[config.mk]
export PLATFORM = sky130hd
export DESIGN_NAME = lvg_fifo
export DESIGN_NICKNAME = d
export VERILOG_FILES = /design/src/lvg_pkg.sv /design/src/lvg_fifo.sv
export VERILOG_INCLUDE_DIRS = /design/src /design/src/src
export SDC_FILE = /design/constraint.sdc
export NUM_CORES = 1
export LEC_CHECK = 0
export BUFFER_PORTS_ARGS = -buffer_cell sky130_fd_sc_hd__buf_2
export CORE_AREA = 2 2 39 41
export CTS_BUF_LIST = sky130_fd_sc_hd__clkbuf_8
export CTS_CLUSTER_SIZE = 30
export DETAILED_ROUTE_END_ITERATION = 6
export DIE_AREA = 0 0 41 43
export SYNTH_ARGS = -nofsm -noshare
export SYNTH_HDL_FRONTEND = slang
export SYNTH_SLANG_ARGS = --single-unit
[constraint.sdc]
create_clock -name clk -period 2.1 [get_ports clk]
set_clock_uncertainty 0.1 [all_clocks]
set_input_delay 0.105 -clock clk [delete_from_list [all_inputs] [get_ports clk]]
set_output_delay 0.105 -clock clk [all_outputs]
set_load 0.02 [all_outputs]
[src/assert_macros.svh]
// assert_macros.svh: assertion helpers shared by the lvg RTL files.
// Depends on nothing; included by the modules that carry assertions.
`ifndef ASSERT_MACROS_SVH
`define ASSERT_MACROS_SVH

// Same-cycle implication, ignored while reset is high.
`define LVG_ASSERT(label, clk, rst, prop, msg) \
  label: assert property (@(posedge clk) disable iff (rst) prop) else $error(msg);

// Next-cycle implication, ignored while reset is high.
`define LVG_ASSERT_NEXT(label, clk, rst, ante, cons, msg) \
  label: assert property (@(posedge clk) disable iff (rst) (ante) |=> (cons)) else $error(msg);

`endif

[src/lvg_pkg.sv]
// lvg_pkg: types, widths and constants of the local variance gate filter.
// No dependencies; used by lvg_fifo, lvg_front, lvg_back and the top module.
`default_nettype none

package lvg_pkg;

  // Geometry and sizes
  localparam int DEFAULT_MAX_WIDTH = 256;
  localparam int WINDOW            = 3;
  localparam int QUEUE_DEPTH       = 4;
  localparam int MIN_DIM           = 3;
  localparam int MAX_HEIGHT        = 256;

  // Field widths
  localparam int PIX_W      = 8;
  localparam int POS_W      = 8;
  localparam int ROW_W      = 9;
  localparam int LIMIT_W    = 21;
  localparam int CFG_ADDR_W = 2;
  localparam int CFG_DATA_W = 21;

  // Arithmetic widths: column sum, column sum of squares, window sums, 81*variance
  localparam int CSUM_W = 10;
  localparam int CSQ_W  = 16;
  localparam int S1_W   = 12;
  localparam int S2_W   = 18;
  localparam int V_W    = S2_W + 3;

  // Register indexes of the configuration port
  localparam logic [CFG_ADDR_W-1:0] REG_FRAME_WIDTH  = 2'd0;
  localparam logic [CFG_ADDR_W-1:0] REG_FRAME_HEIGHT = 2'd1;
  localparam logic [CFG_ADDR_W-1:0] REG_VAR_LIMIT    = 2'd2;

  // Reset values of the registers
  localparam int RESET_FRAME_WIDTH  = 160;
  localparam int RESET_FRAME_HEIGHT = 160;
  localparam int RESET_VAR_LIMIT    = 324;

  typedef struct packed {
    logic                    action;
    logic signed [PIX_W-1:0] pixel_in;
  } in_item_t;

  typedef struct packed {
    logic signed [PIX_W-1:0] pixel_out;
    logic [POS_W-1:0]        out_row;
    logic [POS_W-1:0]        out_col;
    logic                    frame_end;
  } out_item_t;

  typedef struct packed {
    logic [CFG_ADDR_W-1:0] addr;
    logic [CFG_DATA_W-1:0] wdata;
  } cfg_item_t;

  // Classified item handed from the front end to the back end.
  typedef struct packed {
    logic signed [PIX_W-1:0] pix;        // pixel, already zeroed for padding
    logic [POS_W-1:0]        orow;
    logic [POS_W-1:0]        ocol;
    logic                    emit;       // a result leaves for this item
    logic                    frame_end;
    logic                    same_col;   // previous item used the same column
    logic                    top_zero;   // top row of this column lies above the frame
    logic                    mask_left;  // left window column lies outside the frame
    logic                    mask_right; // right window column lies outside the frame
  } cmd_t;

endpackage

`default_nettype wire

[src/lvg_fifo.sv]
// lvg_fifo: short register queue between the front end and the back end.
// Depends on lvg_pkg for the default depth and on assert_macros.svh.
`default_nettype none
`include "assert_macros.svh"

module lvg_fifo #(
  parameter int WIDTH = 1,
  parameter int DEPTH = lvg_pkg::QUEUE_DEPTH
) (
  input  logic             clk,
  input  logic             rst,
  input  logic             push,
  input  logic [WIDTH-1:0] din,
  input  logic             pop,
  output logic [WIDTH-1:0] dout,
  output logic             full,
  output logic             empty
);

  localparam int AW   = $clog2(DEPTH);
  localparam int CNTW = $clog2(DEPTH + 1);

  logic [WIDTH-1:0] mem [DEPTH];
  logic [AW-1:0]    wr_ptr;
  logic [AW-1:0]    rd_ptr;
  logic [CNTW-1:0]  count;

  assign full  = (count == CNTW'(DEPTH));
  assign empty = (count == '0);
  assign dout  = mem[rd_ptr];

  always_ff @(posedge clk) begin
    if (push) begin
      mem[wr_ptr] <= din;
    end
  end

  always_ff @(posedge clk) begin
    if (rst) begin
      wr_ptr <= '0;
      rd_ptr <= '0;
      count  <= '0;
    end else begin
      if (push) begin
        wr_ptr <= (wr_ptr == AW'(DEPTH - 1)) ? '0 : wr_ptr + 1'b1;
      end
      if (pop) begin
        rd_ptr <= (rd_ptr == AW'(DEPTH - 1)) ? '0 : rd_ptr + 1'b1;
      end
      if (push && !pop) begin
        count <= count + 1'b1;
      end else if (pop && !push) begin
        count <= count - 1'b1;
      end
    end
  end

  `LVG_ASSERT(a_no_push_full, clk, rst, push |-> (!full || pop), "push into a full queue")
  `LVG_ASSERT_NEXT(a_count_up, clk, rst, push && !pop, count == $past(count) + 1'b1, "queue count lost a push")

endmodule

`default_nettype wire

==> results.md, run 1 <==
* Fill cells at 130
* Dpl cells at 72
* Max-cap violations at 0
* CP Data Required Time at 2.16 ns
* Num ports at 8
* Hold_sp: rst
* Relative slew slack at 0.8715
* RePlAce Congestion at 0.7789
* R2r setup slk at 0.52 ns
* Grt ovf at 0
* Antenna diodes at 0
* Vias in the first global route at 326
* IO buf count at 7
* Crit Path Max Fanout at 4
* Hold Fails Final Rpt at 0
* Initial Utilization at 0.4213
* CTS sink count at 13
* F_max at 633.4 MHz
* Max clock buf depth at 2
* FF+latch area at 300.3 µm²
* Leakage component of the power at 0.3149 nW
* Commonest non-fill, non-tap cell in the layout: dfxtp_1
* Initial antenna violation count at 0
* RSZ-0062 raised after global routing: no
* DR vias/cell at 4.792
* Fin crit share at 0.7517
* Drt drc at 0
* Reg-to-Reg Start: count[0]
* Critical Path End Type: flop
* Die width at 41 µm
* WHS Endpoint: count[1]
* Clock Tree Root: clkbuf_8
* Crit start category: flop
* Fin Setup TNS at 0 ns
* Pre-antenna DRT Iters at 3
* Status: completed
* CP Data Arrival Time at 1.64 ns
* DIE HEIGHT at 43 µm
* Worst-Skew Late Latency at 0.24 ns
* Nets at 74
* Multi-input gate area at 267.8 µm²
* CTS buffer count at 3
* Vias at 369
* Crit-path cells: fa_1, xor2_1, or3_1, a21oi_1
* Rows at 14
* Netlist Area Pre-Place at 583.1 µm²
* Crit path max-delay cell type: fa_1
* Post-route ant nets at 0
* CORE AREA at 0.001384 mm²
* Overall power at 619.8 µW
* Worst hold path stage count at 2
* DR iter-0 viols at 4
* CP Class: reg2reg
* Post-synth net total at 61
* Worst Tran Pin Value at 0.1926 ns
* Number of synthesized register bits at 13
* Layout cell share with drive strength beyond 1 at 0.1803
* Avg Inst Size Synth at 11.90 µm²
* Ys Warns at 0
* Sequential fraction of the synthesis area at 0.5150
* Routed wire length at 791 µm
* Crit-path leading delay family: adder cells
* TritonCTS clock tree: yes
* Worst reg2reg endpoint: count[2]
* Fin crit period at 1.579 ns
* Total track usage at 0.1224
* Hold WS at 0.03250 ns
* Commonest cells after routing, fill and taps aside: dfxtp_1 (9), nor2_1 (7), buf_2 (7)
* Die Area at 0.001763 mm²
* Buf+Inv Stages, Crit Path at 0
* Peak supply drop at 699.5 µV
* Netlist cell types at 15
* Wire length of the first global-routing pass at 1324 µm
* Number of slew-limit violations in the final report at 0
* Drt wl/cell at 10.27 µm
* Largest net degree at the start of global routing at 8
* Crit-path max cell delay at 0.44 ns
* Type of the worst min-delay path: in2reg
* R2R depth at 4
* Final setup viols at 0
* Cell Count, Final, Fillers Out at 77
* # resized after CTS at 0
* Power per cell area at 894.1 mW/mm²
* CTS clk-pin slew, worst paths at 0.05 ns
* Syn Inst Count at 49
* Synth-to-Final Area Change at 18.88%
* CTS H-tree depth at 1
==> cells by family after synthesis <==
family / after synthesis / synth area share
adder cells (fa/ha/maj): 7 / 0.1631
flip-flops: 13 / 0.5150
buffers and inverters: 4 / 0.02574
AO/OA/AOI/OAI: 3 / 0.02574
XOR/XNOR: 2 / 0.03005
AND/OR/NAND/NOR: 15 / 0.1330
multiplexers: 5 / 0.1073
==> per-stage QoR <==
stage / util / setup slack, ns / instance area, µm²
floorplan: - / 0.6078 / 583.1
global placement: 0.4611 / 0.4377 / 638.1
detailed placement: 0.4611 / 0.3861 / 638.1
CTS: 0.5009 / 0.5077 / 693.2
global route: 0.5009 / 0.4114 / 693.2
finish: 0.5009 / 0.5213 / 693.2
==> how the worst max path moves through the flow <==
stage	start	end	slack, ns	cells after the start
2_1_floorplan	count[0]	count[2]	0.61	4
3_3_place_gp	pop	count[2]	0.44	8
3_5_place_dp	pop	count[2]	0.39	8
4_1_cts	count[0]	count[2]	0.51	4
5_1_grt	count[0]	count[2]	0.41	4
6_report	count[0]	count[2]	0.52	4
==> worst register-to-register path, delay by kind of cell (launching register included) <==
| family | cells | cell delay [ns] |
|---|---|---|
| adders and majority gates | 1 | 0.44 |
| DFF | 1 | 0.35 |
| and+or+nand+nor | 1 | 0.30 |
| xor gates and xnor gates | 1 | 0.16 |
| AOI/OAI and AO/OA | 1 | 0.16 |
==> power by group <==
group	internal (mW)	leakage, nW	switching (mW)	total [mW]
Combinational	0.0495	0.177	0.0549	0.104
Sequential	0.283	0.111	0.0204	0.303
Clock	0.129	0.0269	0.0835	0.212
Total	0.461	0.315	0.159	0.620
==> repair_timing <==
item                                   CTS  global route
endpoints found under the hold margin    4             0
buffers inserted                         0             0
setup endpoints to repair                0             0
hold buffers                             1             0
==> layout make-up <==
class                   count  area share
flip-flops and latches     13      0.4332
multi-input cells          32      0.3863
repair buffers              8     0.06498
clock buffers               3     0.05957
well taps                  16     0.02888
inverters                   4     0.02166
clock inverters             1    0.005415
==> Yosys cell counts <==
master    instances  area share
inv_1             4       0.026
a21oi_1           2       0.017
o21ai_0           1      0.0086
and2_1            4       0.043
mux4_2            1       0.039
nor3b_1           2       0.026
ha_1              6        0.13
dfxtp_1           9        0.31
nor2_1            7       0.045
or3_1             1       0.011
nor3_1            1      0.0086
mux2i_1           4       0.069
xor2_1            2       0.030
edfxtp_1          4        0.21
fa_1              1       0.034
==> layer usage <==
metal | part of all wire | global-route usage | routed length [µm] | vias up
met5 | 0 | 0 | 0 | -
met2 | 0.45 | 0.1625 | 358 | 9
met1 | 0.46 | 0.1390 | 367 | 168
met3 | 0.064 | 0.09424 | 51 | 2
li1 | - | - | - | 190
met4 | 0.018 | 0.06000 | 14 | 0
Power figures use the tool's default switching activity.
==> run 2: changes to the inputs <==
- ABC_AREA: not set -> 1
- PLACE_DENSITY: not set -> 0.68
- clock period: 2.1 -> 1.4 ns (I/O delays scaled with it)
==> results.md, run 2 <==
* Post-CTS Setup Bufs at 0 (unchanged)
* DIE HEIGHT at 43 µm (unchanged)
* Peak supply drop at 979.0 µV (+40%)
* Drt drc at 0 (unchanged)
* Ys Warns at 0 (unchanged)
* Max clock buf depth at 2 (unchanged)
* Fill cells at 141 (+8.5%)
* WHS Endpoint: rd_ptr[1]
* CP Data Arrival Time at 1.07 ns (-0.57 ns)
* Antenna diodes at 0 (unchanged)
* Post-synth EDFFs at 4 (unchanged)
* DR vias/cell at 4.693 (-2.1%)
* Hold_sp: pop
* Type of the worst min-delay path: in2reg
* Worst Tran Pin Value at 0.1875 ns (-0.005046 ns)
* CP Class: reg2out
* Worst hold path stage count at 3 (+1)
* FFs w/ async S/R, synth at 0 (unchanged)
* Fin Setup TNS at 0 ns (unchanged)
* Highest routed layer: met4
* Crit-path cells: inv_1, nor2_1, nor2_1, o21ai_0, o21ai_0, buf_2
* Relative slew slack at 0.8748 (+0.003369)
* Fin crit share at 0.8885
* Synth Flop Type: dfxtp_1
* Hold Fails Final Rpt at 0 (unchanged)
* CP Data Required Time at 1.23 ns (-0.93 ns)
* CTS clk-pin slew, worst paths at 0.05 ns (about the same)
* Count leader, synth: inv_1
* Avg Inst Size Synth at 8.723 µm² (-27%)
* F_max at 803.9 MHz
* Number of slew-limit violations in the final report at 0 (unchanged)
* RSZ-0062 raised after global routing: no
* Rows at 14 (unchanged)
* Final setup viols at 0 (unchanged)
* Initial antenna violation count at 0 (unchanged)
* Die width at 41 µm (unchanged)
* Total track usage at 0.1504 (+0.02796)
* Initial Utilization at 0.4412 (+0.01989)
* Commonest non-fill, non-tap cell in the layout: inv_1
* Netlist cell types at 14 (-1)
* Number of synthesized register bits at 13 (unchanged)
* CTS sink count at 13 (unchanged)
* Post-route ant nets at 0 (unchanged)
* Cell Count, Final, Fillers Out at 101 (+31%)
* Routed wire length at 955 µm (+21%)
* Nets at 98 (+32%)
* Worst reg2reg endpoint: count[2]
* Fin crit period at 1.244 ns
* Die Area at 0.001763 mm² (unchanged)
* Top cell type's share of synthesized area at 0.2951 (-0.01393)
* Design area at 750.7 µm² (+8.3%)
* Pre-antenna DRT Iters at 4 (+1)
* Crit Path Max Fanout at 3 (-1)
* Sequential fraction of the synthesis area at 0.4918 (-0.02322)
* TritonCTS clock tree: yes
* Largest net degree at the start of global routing at 8 (unchanged)
* Worst-Skew Late Latency at 0.24 ns (about the same)
* Power per cell area at 1226 mW/mm² (+37%)
* Post-synth net total at 82 (+34%)
* Fin util at 0.5425 (+0.04159)
* RePlAce Congestion at 0.7266 (-6.7%)
* CTS buffer count at 3 (unchanged)
* DP Worst Slack at 0.03678 ns (-0.3493 ns)
* Synth top area cells: dfxtp_1 (30%), edfxtp_1 (20%), ha_1 (12%), inv_1 (8.6%), nor2_1 (6.1%)
* Met1 Wirelength at 393 µm (+7.1%)
* R2R depth at 7 (+3)
* Drt wl/cell at 9.455 µm (-8.0%)
* Synth-to-Final Area Change at 22.95%
* Crit path max-delay cell type: dfxtp_1
* Num ports at 8 (unchanged)
* DR iter-0 viols at 1 (-3)
* Max-cap violations at 0 (unchanged)
* DP Area at 680.7 µm² (+6.7%)
* Vias at 474 (+28%)
* Yosys top cell by area: dfxtp_1
* CORE AREA at 0.001384 mm² (unchanged)
* Syn Inst Count at 70 (+43%)
* Status: completed
* Critical Path End Type: primary output
* Vias in the first global route at 477 (+46%)
* Leakage component of the power at 0.3814 nW (+21%)
* R2r setup slk at 0.17 ns (-0.35 ns)
* Wire length of the first global-routing pass at 1711 µm (+29%)
* Layout cell share with drive strength beyond 1 at 0.2000 (+0.01967)
* Hold WS at 0.05845 ns (+0.02595 ns)
* Post-DP HPWL at 771.3 µm
* Met3 WL at 50 µm (-2.0%)
* Overall power at 920.6 µW (+49%)
* Commonest cells after routing, fill and taps aside: inv_1 (15), nor2_1 (10), nand2_1 (8)
* Clock Tree Root: clkbuf_8
* IO buf count at 7 (unchanged)
* CTS H-tree depth at 1 (unchanged)
* Grt ovf at 0 (unchanged)
* Dpl cells at 95 (+32%)
* Reg-to-Reg Start: count[0]
* Netlist Area Pre-Place at 610.6 µm² (+4.7%)
* Wire length on met2 at 501 µm (+40%)
* Crit-path max cell delay at 0.33 ns (-0.11 ns)
* Crit start category: flop
* Commonest cells post-synth: inv_1 (14), nor2_1 (10), dfxtp_1 (9)
* Final worst setup slack at 0.1561 ns (-0.3653 ns)
run 2: worst max-delay path: cells and delay by family, from the launching register on:
family / cells / cell delay [ns]
DFF: 1 / 0.33
buffers and inverters: 2 / 0.22
AOI/OAI and AO/OA: 2 / 0.15
and+or+nand+nor: 2 / 0.13
run 2: area by class of cell:
type,count,area (µm²),area share
Tap cell,16,20.02,0.02667
Clock buffer,3,41.29,0.05500
Inverter,15,56.30,0.07500
Clock inverter,1,3.754,0.005000
Timing Repair Buffer,11,70.07,0.09333
Sequential cell,13,302.8,0.4033
Multi-Input combinational cell,42,256.5,0.3417
run 2: report_power, final:
part | total [mW] | switching, mW | internal, mW
clock | 0.321 | 0.128 | 0.193
sequential | 0.448 | 0.0258 | 0.422
combinational | 0.151 | 0.0878 | 0.0637
total | 0.921 | 0.242 | 0.679
run 2: worst max path at each step:
stage | from | to | slack, ns | depth (start not counted)
2_1_floorplan | count[0] | count[2] | 0.15 | 7
3_3_place_gp | pop | count[2] | 0.05 | 11
3_5_place_dp | pop | count[2] | 0.04 | 11
4_1_cts | count[0] | count[2] | 0.09 | 7
5_1_grt | flop | dout | 0.007 | 6
6_report | flop | dout | 0.16 | 6
run 2: kinds of logic (layout without fill, tap and decap cells):
family / Yosys count / in the layout / synth area share
AO/OA/AOI/OAI: 11 / 11 / 0.09016
buffers and inverters: 15 / 30 / 0.09221
adder cells (fa/ha/maj): 7 / 7 / 0.1557
flip-flops: 13 / 13 / 0.4918
AND/OR/NAND/NOR: 24 / 24 / 0.1701
run 2: routing by layer:
metal  GRT usage  up-vias
met5           0        -
met1      0.1472      211
met2      0.2406        9
met4     0.06000        0
li1            -      252
met3     0.09424        2
run 2: what timing repair did:
| item | 4_1_cts | 5_1_grt |
|---|---|---|
| endpoints found under the setup margin | 0 | 1 |
| hold buffers | 2 | 0 |
| resized for setup | 0 | 3 |
| endpoints found under the hold margin | 7 | 0 |
