**src/assert_macros.svh**
```systemverilog
// assert_macros.svh: assertion helpers shared by the lvg RTL files.
// Depends on nothing; included by the modules that carry assertions.
`ifndef ASSERT_MACROS_SVH
`define ASSERT_MACROS_SVH

// Same-cycle implication, ignored while reset is high.
`define LVG_ASSERT(label, clk, rst, prop, msg) \
  label: assert property (@(posedge clk) disable iff (rst) prop) else $error(msg);

// Next-cycle implication, ignored while reset is high.
`define LVG_ASSERT_NEXT(label, clk, rst, ante, cons, msg) \
  label: assert property (@(posedge clk) disable iff (rst) (ante) |=> (cons)) else $error(msg);

`endif

```
**src/lvg_pkg.sv**
```systemverilog
// lvg_pkg: types, widths and constants of the local variance gate filter.
// No dependencies; used by lvg_fifo, lvg_front, lvg_back and the top module.
`default_nettype none

package lvg_pkg;

  // Geometry and sizes
  localparam int DEFAULT_MAX_WIDTH = 256;
  localparam int WINDOW            = 3;
  localparam int QUEUE_DEPTH       = 4;
  localparam int MIN_DIM           = 3;
  localparam int MAX_HEIGHT        = 256;

  // Field widths
  localparam int PIX_W      = 8;
  localparam int POS_W      = 8;
  localparam int ROW_W      = 9;
  localparam int LIMIT_W    = 21;
  localparam int CFG_ADDR_W = 2;
  localparam int CFG_DATA_W = 21;

  // Arithmetic widths: column sum, column sum of squares, window sums, 81*variance
  localparam int CSUM_W = 10;
  localparam int CSQ_W  = 16;
  localparam int S1_W   = 12;
  localparam int S2_W   = 18;
  localparam int V_W    = S2_W + 3;

  // Register indexes of the configuration port
  localparam logic [CFG_ADDR_W-1:0] REG_FRAME_WIDTH  = 2'd0;
  localparam logic [CFG_ADDR_W-1:0] REG_FRAME_HEIGHT = 2'd1;
  localparam logic [CFG_ADDR_W-1:0] REG_VAR_LIMIT    = 2'd2;

  // Reset values of the registers
  localparam int RESET_FRAME_WIDTH  = 160;
  localparam int RESET_FRAME_HEIGHT = 160;
  localparam int RESET_VAR_LIMIT    = 324;

  typedef struct packed {
    logic                    action;
    logic signed [PIX_W-1:0] pixel_in;
  } in_item_t;

  typedef struct packed {
    logic signed [PIX_W-1:0] pixel_out;
    logic [POS_W-1:0]        out_row;
    logic [POS_W-1:0]        out_col;
    logic                    frame_end;
  } out_item_t;

  typedef struct packed {
    logic [CFG_ADDR_W-1:0] addr;
    logic [CFG_DATA_W-1:0] wdata;
  } cfg_item_t;

  // Classified item handed from the front end to the back end.
  typedef struct packed {
    logic signed [PIX_W-1:0] pix;        // pixel, already zeroed for padding
    logic [POS_W-1:0]        orow;
    logic [POS_W-1:0]        ocol;
    logic                    emit;       // a result leaves for this item
    logic                    frame_end;
    logic                    same_col;   // previous item used the same column
    logic                    top_zero;   // top row of this column lies above the frame
    logic                    mask_left;  // left window column lies outside the frame
    logic                    mask_right; // right window column lies outside the frame
  } cmd_t;

endpackage

`default_nettype wire

```
**src/lvg_stream_if.sv**
```systemverilog
// lvg_stream_if: valid/ready channel with a typed payload.
// Used for the pixel, result and configuration channels; no dependencies.
`default_nettype none

interface lvg_stream_if #(parameter type T = logic);
  logic valid;
  logic ready;
  T     data;

  modport source (output valid, output data, input ready);
  modport sink   (input valid, input data, output ready);
endinterface

`default_nettype wire

```
**src/lvg_ram.sv**
```systemverilog
// lvg_ram: generic simple dual-port RAM, one write and one registered read port.
// No dependencies.
`default_nettype none

module lvg_ram #(
  parameter int WIDTH = 8,
  parameter int DEPTH = 256
) (
  input  logic                     clk,
  input  logic                     we,
  input  logic [$clog2(DEPTH)-1:0] waddr,
  input  logic [WIDTH-1:0]         wdata,
  input  logic                     re,
  input  logic [$clog2(DEPTH)-1:0] raddr,
  output logic [WIDTH-1:0]         rdata
);

  logic [WIDTH-1:0] mem [DEPTH];

  // A read at the address being written returns the old contents.
  always_ff @(posedge clk) begin
    if (we) begin
      mem[waddr] <= wdata;
    end
    if (re) begin
      rdata <= mem[raddr];
    end
  end

endmodule

`default_nettype wire

```
**src/lvg_back.sv**
```systemverilog
// lvg_back: line stores, column window and variance pipeline feeding the result register.
// Depends on lvg_pkg, lvg_stream_if, lvg_ram and assert_macros.svh.
`default_nettype none
`include "assert_macros.svh"

module lvg_back #(
  parameter int MAX_WIDTH = lvg_pkg::DEFAULT_MAX_WIDTH
) (
  input  logic                         clk,
  input  logic                         rst,
  input  logic                         q_valid,
  input  lvg_pkg::cmd_t                q_cmd,
  input  logic [$clog2(MAX_WIDTH)-1:0] q_col,
  output logic                         q_pop,
  input  logic [lvg_pkg::LIMIT_W-1:0]  limit,
  lvg_stream_if.source                 results
);

  import lvg_pkg::*;

  localparam int CW = $clog2(MAX_WIDTH);

  logic adv;
  logic out_valid;
  out_item_t out_item;

  // The whole pipeline moves together whenever the result register can take a new value.
  assign adv           = !out_valid || results.ready;
  assign q_pop         = adv && q_valid;
  assign results.valid = out_valid;
  assign results.data  = out_item;

  // Stage 1: line store read data arrives; build the new window column.
  logic          s1_valid;
  cmd_t          s1_cmd;
  logic [CW-1:0] s1_col;

  always_ff @(posedge clk) begin
    if (q_pop) begin
      s1_cmd <= q_cmd;
      s1_col <= q_col;
    end
  end

  logic [PIX_W-1:0] upper_q;
  logic [PIX_W-1:0] middle_q;
  logic             store_we;
  logic signed [PIX_W-1:0] last_mid;
  logic signed [PIX_W-1:0] last_pix;
  logic signed [PIX_W-1:0] top_raw;
  logic signed [PIX_W-1:0] mid_raw;
  logic signed [PIX_W-1:0] pix_v;
  logic signed [PIX_W-1:0] top_v;

  assign store_we = adv && s1_valid;

  lvg_ram #(.WIDTH(PIX_W), .DEPTH(MAX_WIDTH)) u_upper_store (
    .clk   (clk),
    .we    (store_we),
    .waddr (s1_col),
    .wdata (mid_raw),
    .re    (q_pop),
    .raddr (q_col),
    .rdata (upper_q)
  );

  lvg_ram #(.WIDTH(PIX_W), .DEPTH(MAX_WIDTH)) u_middle_store (
    .clk   (clk),
    .we    (store_we),
    .waddr (s1_col),
    .wdata (pix_v),
    .re    (q_pop),
    .raddr (q_col),
    .rdata (middle_q)
  );

  // Back-to-back items on the same column (a new frame starting at column zero)
  // read the store in the cycle it is written, so the fresh values are forwarded.
  assign top_raw = s1_cmd.same_col ? last_mid : $signed(upper_q);
  assign mid_raw = s1_cmd.same_col ? last_pix : $signed(middle_q);
  assign pix_v   = s1_cmd.pix;
  assign top_v   = s1_cmd.top_zero ? '0 : top_raw;

  always_ff @(posedge clk) begin
    if (store_we) begin
      last_mid <= mid_raw;
      last_pix <= pix_v;
    end
  end

  logic signed [2*PIX_W-1:0] sq_top;
  logic signed [2*PIX_W-1:0] sq_mid;
  logic signed [2*PIX_W-1:0] sq_pix;
  logic signed [CSUM_W-1:0]  csum;
  logic [CSQ_W-1:0]          csq;

  assign sq_top = top_v * top_v;
  assign sq_mid = mid_raw * mid_raw;
  assign sq_pix = pix_v * pix_v;
  assign csum   = CSUM_W'(top_v) + CSUM_W'(mid_raw) + CSUM_W'(pix_v);
  assign csq    = CSQ_W'(unsigned'(sq_top)) + CSQ_W'(unsigned'(sq_mid))
                + CSQ_W'(unsigned'(sq_pix));

  // Window of per-column sums; column WINDOW-1 is the newest.
  logic signed [CSUM_W-1:0] col_sum [WINDOW];
  logic [CSQ_W-1:0]         col_sq  [WINDOW];
  logic signed [PIX_W-1:0]  mid_newest;
  logic signed [PIX_W-1:0]  mid_center;

  always_ff @(posedge clk) begin
    if (store_we) begin
      for (int j = 0; j < WINDOW - 1; j++) begin
        col_sum[j] <= col_sum[j+1];
        col_sq[j]  <= col_sq[j+1];
      end
      col_sum[WINDOW-1] <= csum;
      col_sq[WINDOW-1]  <= csq;
      mid_center        <= mid_newest;
      mid_newest        <= mid_raw;
    end
  end

  // Stage 2: window sums with the edge columns masked.
  logic s2_valid;
  cmd_t s2_cmd;
  logic signed [S1_W-1:0] sum1;
  logic [S2_W-1:0]        sum2;

  always_ff @(posedge clk) begin
    if (store_we) begin
      s2_cmd <= s1_cmd;
    end
  end

  always_comb begin
    sum1 = S1_W'(col_sum[1]);
    sum2 = S2_W'(col_sq[1]);
    if (!s2_cmd.mask_left) begin
      sum1 = sum1 + S1_W'(col_sum[0]);
      sum2 = sum2 + S2_W'(col_sq[0]);
    end
    if (!s2_cmd.mask_right) begin
      sum1 = sum1 + S1_W'(col_sum[WINDOW-1]);
      sum2 = sum2 + S2_W'(col_sq[WINDOW-1]);
    end
  end

  // Stage 3: registered sums of the items that give a result.
  logic                    s3_valid;
  cmd_t                    s3_cmd;
  logic signed [S1_W-1:0]  s3_sum1;
  logic [S2_W-1:0]         s3_sum2;
  logic signed [PIX_W-1:0] s3_center;

  always_ff @(posedge clk) begin
    if (adv) begin
      s3_cmd    <= s2_cmd;
      s3_sum1   <= sum1;
      s3_sum2   <= sum2;
      s3_center <= mid_center;
    end
  end

  // Stage 4: square of the sum and nine times the sum of squares.
  logic                      s4_valid;
  cmd_t                      s4_cmd;
  logic signed [2*S1_W-1:0]  sum1_sq;
  logic [V_W-1:0]            s4_sq;
  logic [V_W-1:0]            s4_nine;
  logic signed [PIX_W-1:0]   s4_center;

  assign sum1_sq = s3_sum1 * s3_sum1;

  always_ff @(posedge clk) begin
    if (adv) begin
      s4_cmd    <= s3_cmd;
      s4_sq     <= sum1_sq[V_W-1:0];
      s4_nine   <= {s3_sum2, 3'b000} + V_W'(s3_sum2);
      s4_center <= s3_center;
    end
  end

  // Result: 81 times the variance against the threshold.
  logic signed [V_W:0] var81;
  logic                keep;

  assign var81 = $signed({1'b0, s4_nine}) - $signed({1'b0, s4_sq});
  assign keep  = !var81[V_W] && (var81[V_W-1:0] > limit);

  always_ff @(posedge clk) begin
    if (adv) begin
      out_item.pixel_out <= keep ? s4_center : '0;
      out_item.out_row   <= s4_cmd.orow;
      out_item.out_col   <= s4_cmd.ocol;
      out_item.frame_end <= s4_cmd.frame_end;
    end
  end

  always_ff @(posedge clk) begin
    if (rst) begin
      s1_valid  <= 1'b0;
      s2_valid  <= 1'b0;
      s3_valid  <= 1'b0;
      s4_valid  <= 1'b0;
      out_valid <= 1'b0;
    end else if (adv) begin
      s1_valid  <= q_valid;
      s2_valid  <= s1_valid;
      s3_valid  <= s2_valid && s2_cmd.emit;
      s4_valid  <= s3_valid;
      out_valid <= s4_valid;
    end
  end

  `LVG_ASSERT_NEXT(a_s1_hold, clk, rst, s1_valid && !adv, s1_valid && $stable(s1_col), "stage 1 item moved during a stall")
  `LVG_ASSERT(a_end_emits, clk, rst, (s2_valid && s2_cmd.frame_end) |-> s2_cmd.emit, "frame end on an item without a result")

endmodule

`default_nettype wire

```
**src/flat_wrapper.sv**
```systemverilog
// flat-port wrapper written by rule: the top's interface ports become plain ports
module lvg_back_flat import lvg_pkg::*;
#(
  parameter int MAX_WIDTH = lvg_pkg::DEFAULT_MAX_WIDTH
)
  (clk, rst, q_valid, q_cmd, q_col, q_pop, limit, results_valid, results_data, results_ready);
  lvg_stream_if results_i ();
  input  logic clk;
  input  logic rst;
  input  logic q_valid;
  input  lvg_pkg::cmd_t q_cmd;
  input  logic [$clog2(MAX_WIDTH)-1:0] q_col;
  output logic q_pop;
  input  logic [lvg_pkg::LIMIT_W-1:0] limit;
  output wire logic [$bits(results_i.valid)-1:0] results_valid;
  output wire logic [$bits(results_i.data)-1:0] results_data;
  input wire logic [$bits(results_i.ready)-1:0] results_ready;
  assign results_valid = results_i.valid;
  assign results_data = results_i.data;
  assign results_i.ready = results_ready;
  lvg_back #(.MAX_WIDTH(MAX_WIDTH)) u_core (.clk(clk), .rst(rst), .q_valid(q_valid), .q_cmd(q_cmd), .q_col(q_col), .q_pop(q_pop), .limit(limit), .results(results_i));
endmodule
```
**config.mk**
```make
export PLATFORM = sky130hd
export DESIGN_NAME = lvg_back_flat
export DESIGN_NICKNAME = d
export VERILOG_FILES = /design/src/lvg_pkg.sv /design/src/lvg_stream_if.sv /design/src/lvg_ram.sv /design/src/lvg_back.sv /design/src/flat_wrapper.sv
export VERILOG_INCLUDE_DIRS = /design/src /design/src/src
export SDC_FILE = /design/constraint.sdc
export NUM_CORES = 1
export LEC_CHECK = 0
export BUFFER_PORTS_ARGS = -buffer_cell sky130_fd_sc_hd__buf_2
export CAP_MARGIN = 20
export CORE_MARGIN = 4
export CORE_UTILIZATION = 26
export DETAILED_ROUTE_END_ITERATION = 12
export GPL_TIMING_DRIVEN = 1
export HOLD_SLACK_MARGIN = 0.08
export PLACE_DENSITY = 0.76
export SYNTH_ARGS = -nofsm -noshare
export SYNTH_HDL_FRONTEND = slang
export SYNTH_MEMORY_MAX_BITS = 65536
export SYNTH_SLANG_ARGS = --single-unit
```
**constraint.sdc**
```tcl
create_clock -name clk -period 1.3 [get_ports clk]
set_clock_uncertainty 0.05 [all_clocks]
set_input_delay 0.26 -clock clk [delete_from_list [all_inputs] [get_ports clk]]
set_output_delay 0.26 -clock clk [all_outputs]
set_load 0.02 [all_outputs]
```
==> impl_results.rst <==
.. list-table::
   :header-rows: 1

   * - Metric
     - Value
   * - Filler-free cell count of the finished design
     - 65
   * - Max-slew headroom
     - 92.5%
   * - Final net count
     - 114
   * - Fmax achieved
     - 761 MHz
   * - Combined global-route utilization of all metal layers
     - 7.53%
   * - Count of pins on the block boundary
     - 66
   * - CP Capture Type
     - output port
   * - Hold Vio Cnt, Final
     - 0
   * - Total die area
     - 2240 um2
   * - Via count normalized by instance count
     - 4.31
   * - Slowest cell on the critical path
     - sky130_fd_sc_hd__dfxtp_2
   * - First DRT Iteration DRCs
     - 3
   * - Worst slack at placement
     - 0.138 ns
   * - Number of distinct library cell variants in the gate-level netlist after synthesis
     - 10
   * - Failing checks
     - setup timing
   * - Placement row count
     - 13
   * - Share of post-route cells with drive strength above 1
     - 52.0%
   * - Mapped Nets
     - 93
   * - Core Util, Final
     - 40.4%
   * - Max capacitance violation total
     - 0
   * - Yosys Warn Count
     - 0
   * - DRC violations left
     - 0
   * - GPL Wtd Cong
     - 0.762
   * - Library cell appearing most often on the critical path
     - sky130_fd_sc_hd__inv_2
   * - Total half-perimeter wirelength after legalization and detailed placement
     - 444 um
   * - Final standard cell area without fillers
     - 558 um2
   * - Total wirelength of the detailed-routed design
     - 621 um
   * - Critical path required time
     - 0.99 ns
   * - Detailed Routing Iterations Pass 1
     - 2
   * - Startpoint type of the worst setup path
     - flip-flop
   * - Actual transition at the worst max-transition pin
     - 0.112 ns
   * - Root buf cell
     - sky130_fd_sc_hd__clkbuf_4
   * - Number of H-tree levels
     - 1
   * - Antenna violations before repair
     - 0
   * - Number of buffers inserted during clock tree synthesis
     - 3
   * - Delay contributed by the slowest stage of the critical path
     - 0.32 ns
   * - Vias in the first global route
     - 285
   * - Buffer levels on the longest clock path
     - 2
   * - Mean routed wirelength per cell
     - 9.55 um
   * - Wire length of the first global-routing pass
     - 1060 um
   * - Cell leakage power
     - 0.232 nW
   * - Setup-violating endpoint count in the final report
     - 1
   * - Area of the mapped netlist
     - 403 um2
   * - Critical-path cell list
     - nor2b_4, inv_2, nand2_2, inv_2, buf_6
   * - Leading cell types in the layout, fill and taps excluded
     - sky130_fd_sc_hd__buf_4, sky130_fd_sc_hd__buf_2, sky130_fd_sc_hd__edfxtp_1, sky130_fd_sc_hd__nand2_1, sky130_fd_sc_hd__dfxtp_1
   * - Count of mapped cells out of synthesis
     - 30
   * - Sum of overflow across all layers after global routing
     - 0
   * - Core Area
     - 1380 um2
   * - Worst skew pair latency
     - 0.27 ns
   * - Hold buffer count at CTS
     - 0
   * - Type of the most critical hold path
     - in2reg
   * - ANT nets after route
     - 0
   * - RSZ-0062 raised after global routing
     - true
   * - Slew Limit Fails
     - 0
   * - Pin count of the biggest net entering global routing
     - 8
   * - Sum of negative setup slack
     - -0.0140 ns
   * - Starting Density
     - 29.1%
   * - Placement Cell Area
     - 477 um2
   * - TritonCTS clock tree
     - done
   * - Sequential area share after synthesis
     - 77.0%
   * - Avg Synthesized Cell Area
     - 13.4 um2
   * - Max FO, Critical Path
     - 2
   * - Die Wd
     - 47.4 um
   * - Worst supply voltage drop on vdd
     - 0.771 mV
   * - Count of inserted antenna diode cells
     - 0
   * - P per Cell Area
     - 1240 nW/um2
   * - Most frequent standard cell in the layout excluding fill and tap cells
     - sky130_fd_sc_hd__buf_4
   * - Area overhead of the layout relative to synthesis
     - 38.5%
   * - Vias post-DR
     - 280
   * - Final period util
     - 101%
   * - Die boundary height
     - 47.4 um
   * - Count of buffers inserted at the top-level ports
     - 8
   * - Least setup slack across all paths after layout
     - -0.0140 ns
   * - Num Clock Sinks
     - 12
   * - Placed Cells incl. Taps
     - 55
   * - Clock transition at the register clock pins on the worst setup and hold paths after CTS
     - 0.07 ns
   * - Post-route minimum period
     - 1.31 ns
   * - Data arrival time at the worst-slack endpoint
     - 1.00 ns
   * - Register bit total from synthesis
     - 12
   * - Outcome
     - finished, violations left
   * - Critical Setup Path Class
     - reg2out
what timing repair did:
action / 4_1_cts / 5_1_grt
buffers inserted: 6 / 0
resized for setup: 5 / 0
pin swaps: 1 / 0
endpoints found under the setup margin: 1 / 1
flip-flops by register name, summed over array words and instances, names as in the netlist:
signal,count
u_core.s4_cmd,1
u_core.s2_cmd,2
u_core.results.valid,1
u_core.s2_valid,1
u_core.s4_valid,1
u_core.s1_valid,1
u_core.s3_valid,1
u_core.s1_cmd,2
u_core.results.data,1
u_core.s3_cmd,1
kinds of logic after synthesis:
logic type / after synthesis / share of synthesized area, %
buffers and inverters: 3 / 2.79
and+or+nand+nor: 11 / 14.3
DFF: 12 / 77.0
AOI/OAI and AO/OA: 4 / 5.90
Yosys cell counts (all sizes together):
cell type	count	area, um2
nand2	7	26.3
nor2	2	7.51
nor2b	1	13.8
edfxtp	7	210
a21oi	4	23.8
nand3	1	10.0
dfxtp	5	100
inv	3	11.3
stage by stage:
stage               power, mW  hold WS, ns
finish                  0.694        0.113
floorplan               0.441        0.272
global placement        0.455        0.350
detailed placement      0.457        0.357
global route            0.736       0.0819
CTS                     0.709        0.102
report_power, final:
part	total, mW	leakage (nW)	switching, mW	internal, mW
combinational	0.0429	0.105	0.0198	0.0232
sequential	0.421	0.111	0.00433	0.416
clock	0.230	0.0150	0.112	0.119
critical path: cells and delay by family (launching register included):
family	cells	cell delay, ns
buf+inv	3	0.21
simple gates	2	0.21
flops	1	0.32
per-layer routing:
layer	track usage (%)	wire length, um	part of all wire [%]	vias up
li1	-	-	-	141
met1	7.18	250	40	127
met2	12.0	294	47	12
met3	6.90	76	12	0
met4	1.66	0	0	0
met5	0	0	0	-
final cells by class:
class / instances / area, um2
Clock buffer: 4 / 26.3
Fill cell: 129 / 825
Inverter: 3 / 11.3
Multi-Input combinational cell: 15 / 83.8
Sequential cell: 12 / 312
Tap cell: 15 / 18.8
Timing Repair Buffer: 16 / 106
final timing paths:
check	start	endpoint	slack (ns)	cells past startpoint
setup / recovery	u_core.results.valid	q_pop	-0.01	5
hold / removal	q_cmd[4]	u_core.s1_cmd[4]	0.11	1
setup reg to reg	u_core.results.valid	u_core.s1_valid	0.07	8
hold reg to reg	u_core.s1_cmd[4]	u_core.s2_cmd[4]	0.37	0
Power figures use the tool's default switching activity.
